[src/hdl/address_resolution_table_unit_assert.svh]
// Assertion macros shared by the address resolution table unit.
`ifndef ADDRESS_RESOLUTION_TABLE_UNIT_ASSERT_SVH
`define ADDRESS_RESOLUTION_TABLE_UNIT_ASSERT_SVH

// Check that the consequent holds in the same cycle as the antecedent.
`define ARAT_ASSERT_NOW(lbl, ante, cons) \
   lbl: assert property (@(posedge clock) disable iff (reset) (ante) |-> (cons)) \
      else $error("address resolution table check failed");

// Check that the consequent holds in the cycle after the antecedent.
`define ARAT_ASSERT_NEXT(lbl, ante, cons) \
   lbl: assert property (@(posedge clock) disable iff (reset) (ante) |=> (cons)) \
      else $error("address resolution table check failed");

`endif

[src/hdl/arat_pkg.sv]
// Shared constants and types of the address resolution table.
package arat_pkg;

   localparam int ENTRIES  = 16;
   localparam int CNT_W    = $clog2(ENTRIES + 1);
   localparam int CMD_W    = 2;
   localparam int NODE_W   = 8;
   localparam int HW_W     = 48;
   localparam int IFACE_W  = 8;
   localparam int STATUS_W = 3;
   localparam int FILL_W   = 5;

   localparam logic [CMD_W-1:0] CMD_LOOKUP = 2'd0;
   localparam logic [CMD_W-1:0] CMD_INSERT = 2'd1;
   localparam logic [CMD_W-1:0] CMD_CLEAR  = 2'd2;

   localparam logic [STATUS_W-1:0] ST_HIT      = 3'd0;
   localparam logic [STATUS_W-1:0] ST_MISS     = 3'd1;
   localparam logic [STATUS_W-1:0] ST_INSERTED = 3'd2;
   localparam logic [STATUS_W-1:0] ST_DROPPED  = 3'd3;
   localparam logic [STATUS_W-1:0] ST_CLEARED  = 3'd4;

   localparam logic [IFACE_W-1:0] NO_IFACE = 8'hFF;

   // Search token passed from cell to cell along the chain.
   typedef struct packed {
      logic               active;
      logic [NODE_W-1:0]  key;
      logic               hit;
      logic [HW_W-1:0]    hw_addr;
      logic [IFACE_W-1:0] iface;
   } link_type;

endpackage

[src/hdl/arat_cell.sv]
// One table entry with its stage of the search chain.
module arat_cell (
   input  logic                         clock,
   input  logic                         reset,
   input  logic                         wr_en,
   input  logic [arat_pkg::NODE_W-1:0]  wr_node_addr,
   input  logic [arat_pkg::HW_W-1:0]    wr_hw_addr,
   input  logic [arat_pkg::IFACE_W-1:0] wr_iface,
   input  logic                         filled,
   input  arat_pkg::link_type           link_in,
   output arat_pkg::link_type           link_out
);
   import arat_pkg::*;

   logic [NODE_W-1:0]  node_ff;
   logic [HW_W-1:0]    hw_ff;
   logic [IFACE_W-1:0] iface_ff;
   link_type           link_ff;
   link_type           link_in_next;
   logic               match;

   // Store the entry on insert
   always_ff @(posedge clock) begin
      if (wr_en) begin
         node_ff  <= wr_node_addr;
         hw_ff    <= wr_hw_addr;
         iface_ff <= wr_iface;
      end
   end

   // Claim the token on the first match of a filled entry
   always_comb begin
      match        = link_in.active && filled && !link_in.hit && (node_ff == link_in.key);
      link_in_next = link_in;
      if (match) begin
         link_in_next.hit     = 1'b1;
         link_in_next.hw_addr = hw_ff;
         link_in_next.iface   = iface_ff;
      end
   end

   // Advance the token to the next cell
   always_ff @(posedge clock) begin
      if (reset) begin
         link_ff <= '0;
      end else begin
         link_ff <= link_in_next;
      end
   end

   assign link_out = link_ff;

endmodule

[src/hdl/address_resolution_table_unit.sv]
// Top level of the address resolution table: control, cell chain, result register.
//
// Usage: a request transaction on req_* carries a command (lookup, insert,
// clear), a node address and, for inserts, a hardware address and interface.
// Every request yields exactly one response transaction on rsp_* with a
// status, the matching hardware address and interface (zero and 255 when
// there is none) and the table fill level after the operation.
// One request is worked on at a time; req_stall is high while it is busy.
// Insert and clear go from acceptance to S_FINISH, which loads the response
// register once it is free and returns to idle for the next request. A
// lookup sends a search token down the chain of ENTRIES cells, one cell per
// cycle; S_SCAN waits for it at the chain's end, then S_FINISH goes on alike.
// The response register parts the two sides: a new request is accepted while
// a finished response still waits under rsp_stall. A further finished result
// waits inside until the response register is free.
// Reset empties the table (fill level zero) and drops any pending response.
module address_resolution_table_unit (
   input  logic                          clock,
   input  logic                          reset,
   input  logic                          req_valid,
   output logic                          req_stall,
   input  logic [arat_pkg::CMD_W-1:0]    req_cmd,
   input  logic [arat_pkg::NODE_W-1:0]   req_node_addr,
   input  logic [arat_pkg::HW_W-1:0]     req_hw_addr_in,
   input  logic [arat_pkg::IFACE_W-1:0]  req_iface_in,
   output logic                          rsp_valid,
   input  logic                          rsp_stall,
   output logic [arat_pkg::STATUS_W-1:0] rsp_status,
   output logic [arat_pkg::HW_W-1:0]     rsp_hw_addr_out,
   output logic [arat_pkg::IFACE_W-1:0]  rsp_iface_out,
   output logic [arat_pkg::FILL_W-1:0]   rsp_fill_level
);
   import arat_pkg::*;

   typedef enum logic [2:0] {
      S_IDLE   = 3'b001,
      S_SCAN   = 3'b010,
      S_FINISH = 3'b100
   } state_type;

   state_type            state_ff, state_in;
   logic [CNT_W-1:0]     fill_count_ff, fill_count_in;
   logic [STATUS_W-1:0]  pend_status_ff, pend_status_in;
   logic [HW_W-1:0]      pend_hw_ff, pend_hw_in;
   logic [IFACE_W-1:0]   pend_iface_ff, pend_iface_in;
   logic                 rsp_valid_ff, rsp_valid_in;
   logic [STATUS_W-1:0]  rsp_status_ff, rsp_status_in;
   logic [HW_W-1:0]      rsp_hw_ff, rsp_hw_in;
   logic [IFACE_W-1:0]   rsp_iface_ff, rsp_iface_in;
   logic [FILL_W-1:0]    rsp_fill_ff, rsp_fill_in;

   logic                 req_accept;
   logic                 is_insert;
   logic                 is_clear;
   logic                 is_lookup;
   logic                 table_full;
   logic                 insert_ok;
   logic                 rsp_free;
   link_type             link [ENTRIES+1];

   // Decode the request
   assign req_stall  = (state_ff != S_IDLE);
   assign req_accept = req_valid && !req_stall;
   assign is_insert  = (req_cmd == CMD_INSERT);
   assign is_clear   = (req_cmd == CMD_CLEAR);
   assign is_lookup  = !is_insert && !is_clear;
   assign table_full = (fill_count_ff == CNT_W'(ENTRIES));
   assign insert_ok  = req_accept && is_insert && !table_full;
   assign rsp_free   = !rsp_valid_ff || !rsp_stall;

   // Launch the search token into the first cell
   always_comb begin
      link[0]         = '0;
      link[0].active  = req_accept && is_lookup;
      link[0].key     = req_node_addr;
      link[0].iface   = NO_IFACE;
   end

   // Build the chain of entry cells
   for (genvar i = 0; i < ENTRIES; i++) begin : g_cell
      arat_cell u_cell (
         .clock        (clock),
         .reset        (reset),
         .wr_en        (insert_ok && (fill_count_ff == CNT_W'(i))),
         .wr_node_addr (req_node_addr),
         .wr_hw_addr   (req_hw_addr_in),
         .wr_iface     (req_iface_in),
         .filled       (CNT_W'(i) < fill_count_ff),
         .link_in      (link[i]),
         .link_out     (link[i+1])
      );
   end

   // Sequence one transaction at a time
   always_comb begin
      state_in       = state_ff;
      fill_count_in  = fill_count_ff;
      pend_status_in = pend_status_ff;
      pend_hw_in     = pend_hw_ff;
      pend_iface_in  = pend_iface_ff;
      rsp_valid_in   = rsp_valid_ff && rsp_stall;
      rsp_status_in  = rsp_status_ff;
      rsp_hw_in      = rsp_hw_ff;
      rsp_iface_in   = rsp_iface_ff;
      rsp_fill_in    = rsp_fill_ff;
      case (state_ff)
         S_IDLE: begin
            if (req_accept) begin
               pend_hw_in    = '0;
               pend_iface_in = NO_IFACE;
               if (is_insert) begin
                  pend_status_in = table_full ? ST_DROPPED : ST_INSERTED;
                  if (!table_full) begin
                     fill_count_in = fill_count_ff + CNT_W'(1);
                  end
                  state_in = S_FINISH;
               end else if (is_clear) begin
                  pend_status_in = ST_CLEARED;
                  fill_count_in  = '0;
                  state_in       = S_FINISH;
               end else begin
                  state_in = S_SCAN;
               end
            end
         end
         S_SCAN: begin
            if (link[ENTRIES].active) begin
               pend_status_in = link[ENTRIES].hit ? ST_HIT : ST_MISS;
               pend_hw_in     = link[ENTRIES].hw_addr;
               pend_iface_in  = link[ENTRIES].iface;
               state_in       = S_FINISH;
            end
         end
         S_FINISH: begin
            if (rsp_free) begin
               rsp_valid_in  = 1'b1;
               rsp_status_in = pend_status_ff;
               rsp_hw_in     = pend_hw_ff;
               rsp_iface_in  = pend_iface_ff;
               rsp_fill_in   = FILL_W'(fill_count_ff);
               state_in      = S_IDLE;
            end
         end
         default: begin
            state_in = S_IDLE;
         end
      endcase
   end

   // Hold control state
   always_ff @(posedge clock) begin
      if (reset) begin
         state_ff      <= S_IDLE;
         fill_count_ff <= '0;
         rsp_valid_ff  <= 1'b0;
      end else begin
         state_ff      <= state_in;
         fill_count_ff <= fill_count_in;
         rsp_valid_ff  <= rsp_valid_in;
      end
   end

   // Hold pending and response payload
   always_ff @(posedge clock) begin
      pend_status_ff <= pend_status_in;
      pend_hw_ff     <= pend_hw_in;
      pend_iface_ff  <= pend_iface_in;
      rsp_status_ff  <= rsp_status_in;
      rsp_hw_ff      <= rsp_hw_in;
      rsp_iface_ff   <= rsp_iface_in;
      rsp_fill_ff    <= rsp_fill_in;
   end

   assign rsp_valid       = rsp_valid_ff;
   assign rsp_status      = rsp_status_ff;
   assign rsp_hw_addr_out = rsp_hw_ff;
   assign rsp_iface_out   = rsp_iface_ff;
   assign rsp_fill_level  = rsp_fill_ff;

   `include "address_resolution_table_unit_assert.svh"

   `ARAT_ASSERT_NOW(a_fill_bound, 1'b1, fill_count_ff <= CNT_W'(ENTRIES))
   `ARAT_ASSERT_NOW(a_token_in_scan, link[ENTRIES].active, state_ff == S_SCAN)
   `ARAT_ASSERT_NEXT(a_insert_grows, insert_ok, fill_count_ff == $past(fill_count_ff) + CNT_W'(1))

endmodule
[config.mk]
export PLATFORM = sky130hd
export DESIGN_NAME = address_resolution_table_unit
export DESIGN_NICKNAME = d
export VERILOG_FILES = /design/src/hdl/arat_pkg.sv /design/src/hdl/arat_cell.sv /design/src/hdl/address_resolution_table_unit.sv
export VERILOG_INCLUDE_DIRS = /design/src /design/src/hdl
export SDC_FILE = /design/constraint.sdc
export NUM_CORES = 2
export LEC_CHECK = 0
export ABC_AREA = 1
export BUFFER_PORTS_ARGS = -buffer_cell sky130_fd_sc_hd__buf_2
export CAP_MARGIN = 20
export CORE_MARGIN = 5
export CORE_UTILIZATION = 62
export DETAILED_ROUTE_END_ITERATION = 7
export PLACE_DENSITY = 0.79
export SKIP_LAST_GASP = 1
export SLEW_MARGIN = 15
export SYNTH_ARGS = -nofsm -noshare
export SYNTH_HDL_FRONTEND = slang
export SYNTH_HIERARCHICAL = 1
export SYNTH_SLANG_ARGS = --single-unit
[constraint.sdc]
create_clock -name clock -period 19.8 [get_ports clock]
set_input_delay 1.98 -clock clock [delete_from_list [all_inputs] [get_ports clock]]
set_output_delay 1.98 -clock clock [all_outputs]
set_load 0.03 [all_outputs]
Word level (Yosys, flattened, before mapping)
Cells that the tools add are included.

$add $sub $neg: 1. Magnitude comparators: 16. Equal/unequal tests: 43. Mux-type cells: 40. Bitwise gates (word level): 1. Reduce and logical (&&, ||, !) cells: 100.

Operator list (number): $mux W57 (16); $eq A8 B8 Y1 (16); $mux W48 (2); $pmux W48 S2 (1); $logic_and A1 B1 Y1 (69); $eq A5 B4 Y1 const B (8); $lt A4 B5 Y1 const A (8); $mux W3 (9); $logic_not A1 Y1 (21); $eq A5 B3 Y1 const B (4); $lt A3 B5 Y1 const A (4); $mux W8 (2); $pmux W8 S2 (1); $mux W5 (3); $eq A5 B2 Y1 const B (2); $lt A1 B5 Y1 const A (2); $lt A2 B5 Y1 const A (2); $pmux W3 S3 (1); $reduce_and A4 Y1 (2); $ne A2 B2 Y1 const B (3); $pmux W3 S2 (1); $reduce_and A3 Y1 (2); $add A5 B1 Y5 const B (1); $eq A5 B1 Y1 const B (1); 16 further kinds (20).

Register bits after elaboration: 2204. Input bits: 70.

Logic depth before layout (Yosys ltp)
Depth after elaboration: 8. Mapped depth: 16. Depth with buffers taken out: 13.

Modules after synthesis
The synthesis kept the hierarchy.

Modules (own cells, without submodules): arat_cell (times used 16, cells an instance 499, area each 4800.9 sq um); address_resolution_table_unit (times used 1, cells an instance 389, area each 5079.9 sq um).

Worst setup path before layout
Ideal clock, no wire load.

Path type: input port to flip-flop. Start: input req_cmd[1] (netlist name). End: register g_cell[15].u_cell.hw_ff[0], enable pin. Setup time: 644 ps. Arrival time: 8505 ps. Data required time: 19156 ps. Path slack: 10651 ps. Cell stages on the path: 5. Buffers on the path: 1. Cells stage by stage: inv_1 ha_1 buf_2 nand3_2 nor4_1.

Word-level cells in the longest chain between the ends: 4.

RTL lines: start, declared (RTL line address_resolution_table_unit.sv:22) `input logic [arat_pkg::CMD_W-1:0] req_cmd,`; $eq A2 B1 Y1 (RTL line address_resolution_table_unit.sv:64) `assign is_insert = (req_cmd == CMD_INSERT);`; net is_insert (RTL line address_resolution_table_unit.sv:53) `logic is_insert;`; $logic_and A1 B1 Y1 (2 in series) (RTL line address_resolution_table_unit.sv:68) `assign insert_ok = req_accept && is_insert && !table_full;`; $logic_and A1 B1 Y1 (RTL line address_resolution_table_unit.sv:84) `.wr_en (insert_ok && (fill_count_ff == CNT_W'(i))),`; end signal, assigned (RTL line arat_cell.sv:26) `hw_ff <= wr_hw_addr;`; end, declared (RTL line arat_cell.sv:16) `logic [HW_W-1:0] hw_ff;`.

The timed path passes the listed nets, and every way through them passes these cells. A chain may end at the register's enable or synchronous reset.

Final worst setup path
Start: input req_cmd[1] (netlist name). End: register g_cell[1].u_cell.hw_ff[18], enable pin.

Word-level cells in the longest chain between the ends: 4.

RTL lines (RTL line): $eq A2 B1 Y1 (address_resolution_table_unit.sv:64); net is_insert (address_resolution_table_unit.sv:53); $logic_and A1 B1 Y1 (2 in series) (address_resolution_table_unit.sv:68); $logic_and A1 B1 Y1 (address_resolution_table_unit.sv:84); end signal, assigned (arat_cell.sv:26); end, declared (arat_cell.sv:16).

The timed path passes the listed nets, and every way through them passes these cells.

==> results.tsv <==
metric	value	unit
outcome	complete, no violations	
setup ws final	15740	ps
final non-filler cell total	10350	
Final Skew	22.86	ps
Final Cycle Share	20.49	%
DP Wirelength	101500	um
initial antenna violation count	0	
area grow syn2layout	10.29	%
TritonCTS clock tree	done	
Clk Latency, worst-skew pair	820	ps
P_leak	36.58	nW
CTS Buf Count	200	
placed cell count	9960	
critical setup path kind	in2reg	
GP Congestion	0.8082	
max_cap viols	0	
VDD IR-drop max	0.09646	mV
multi-input combinational cell area	19720	um^2
Worst-path clk slew	60	ps
first-pass GRT wire length	266400	um
via count	52910	
Setup Fix Bufs, Post-CTS	0	
Cells after Synth	8353	
Clock Tree Buf Depth	3	
cts repair resizes	0	
final setup TNS	0	ps
Final Setup Violations	0	
Worst Tran Pin Value	992.3	ps
Syn Area/Cell	9.780	um^2
Critical Path Sink	g_cell[1].u_cell/hw_ff[18]$_DFFE_PP_	
nets	8497	
largest net degree at the start of global routing	90	
worst min path class	reg2reg	
initial DRC count	4690	
drt wl/cell	15.87	um
GRT Overall Usage	23.26	%
pre-CTS worst setup slack	14980	ps
# fillers	9173	
Sink Count	2204	
Slew HR	33.85	%
r2r startpoint	fill_count_ff[1]$_SDFFE_PP0P_	
TritonRoute pass-1 iters	6	
synth warn	6	
Worst Reg2Reg Path Length in Cells	10	
die area	139100	um^2
starting density of the core	62.30	%
Buffers on Ports	135	
min Tclk post-route	4057	ps
via/cell ratio	5.111	
vias in the first global route	51540	
Worst R2R Setup Slack	16160	ps
Max Clk Rate	246.5	MHz
Critical Path Max Stage Delay	680	ps
Data required, critical path	20230	ps
area occupied by registers	55600	um^2
cts hold-fix bufs	0	
final hold vios	0	
end of the worst register-to-register path	g_cell[1].u_cell/hw_ff[18]$_DFFE_PP_	
Worst EP arrival	4490	ps
Post-Syn Area	81690	um^2
Critical Path Sink Type	register	
CP Cell Sequence	buf_2 -> inv_1 -> ha_1 -> nand3_2 -> inv_2 -> nand2_2 -> nor2_4 -> buf_4	
FP Rows	133	
H-Tree Depth	4	
CP max-delay cell	buf_4	
PwrDens	98.34	nW/um^2
Final ANT Viol Nets	0	
final wirelength	164300	um
crit path max fanout	48	
Die Ht	373.0	um
share of layout cells above drive strength 1	7.341	%
core area	131100	um^2
die span in x	373.0	um
RSZ-0062 raised after global routing	false	
I/O pins	136	
DRC viols	0	
Clock Root Buffer	clkbuf_16	
total gr overflow	0	
crit path from	req_cmd[1]	
crit start category	input pin	
max-slew violation count	0	
-- layout by cell type, fill, tap and decap left out, types with 24 or more instances in the layout --
cell type  instances
nor2_1          2099
nand2_1         1234
inv_1           1152
edfxtp_1        1147
dfxtp_1         1057
nand3_1          940
clkbuf_16        209
buf_2            134
clkbuf_1          72
xnor2_1           64
nor2_4            61
buf_4             61
conb_1            59
xor2_1            48
inv_2             41
clkbuf_8          38
clkinv_1          29
clkinv_2          28
buf_12            24
-- state kept, by name, summed over array words and instances (netlist names) --
register,cells
g_cell.u_cell/link_out,1048
rsp_status,3
rsp_valid,1
rsp_iface_out,8
rsp_fill_level,5
pend_hw_ff,48
state_ff,3
pend_iface_ff,8
g_cell.u_cell/iface_ff,128
rsp_hw_addr_out,48
fill_count_ff,5
g_cell.u_cell/node_ff,128
pend_status_ff,3
g_cell.u_cell/hw_ff,768
-- through the flow --
step | hold slack [ps] | power (mW) | utilization [%] | instance area (um^2)
after floorplan | 400.3 | 5.134 | - | 81900
after global placement | 400.3 | 5.232 | 63.44 | 83190
after detailed placement | 404.5 | 5.243 | 63.58 | 83370
after CTS | 418.5 | 8.908 | 68.48 | 89790
after global routing | 423.8 | 9.147 | 68.70 | 90090
final | 417.4 | 8.860 | 68.71 | 90100
-- worst max-delay path: cells and delay by family --
kind	cells	cell delay (ps)
AND/OR/NAND/NOR	3	1080
buffers and inverters	4	1020
adder cells (fa/ha/maj)	1	340
-- layout make-up --
| cell class | count | area share [%] |
|---|---|---|
| inverters | 1209 | 5.037 |
| diodes | 1 | 0.002778 |
| repair buffers | 220 | 1.798 |
| clock inverters | 57 | 0.4402 |
| multi-input cells | 4587 | 21.88 |
| well taps | 1755 | 2.437 |
| flip-flops and latches | 2204 | 61.72 |
| clock buffers | 319 | 6.685 |
-- worst min-delay path by stage --
stage                                 start                             to  slack [ps]  depth (start not counted)
6_report        pend_hw_ff[4]$_SDFFCE_PP0P_   rsp_hw_addr_out[4]$_DFFE_PP_         420                          0
5_1_grt        pend_hw_ff[45]$_SDFFCE_PP0P_  rsp_hw_addr_out[45]$_DFFE_PP_         420                          0
4_1_cts         pend_hw_ff[5]$_SDFFCE_PP0P_   rsp_hw_addr_out[5]$_DFFE_PP_         420                          0
3_5_place_dp   pend_hw_ff[21]$_SDFFCE_PP0P_  rsp_hw_addr_out[21]$_DFFE_PP_         400                          0
3_3_place_gp   pend_hw_ff[43]$_SDFFCE_PP0P_  rsp_hw_addr_out[43]$_DFFE_PP_         400                          0
2_1_floorplan   pend_hw_ff[0]$_SDFFCE_PP0P_   rsp_hw_addr_out[0]$_DFFE_PP_         400                          0
-- report_power, final --
group / switching (mW) / internal, mW / leakage (nW)
combinational: 0.198 / 0.0586 / 14.5
sequential: 0.0196 / 4.87 / 18.9
clock: 1.60 / 2.11 / 3.15
total: 1.82 / 7.04 / 36.6
-- metal layers --
layer | track usage (%) | vias up | part of all wire (%)
met1 | 32.39 | 24910 | 43
li1 | - | 25970 | -
met4 | 6.443 | 0 | 2.0
met3 | 3.457 | 268 | 7.0
met5 | 0 | - | 0
met2 | 38.67 | 1769 | 48
(Power assumes the default switching activity.)
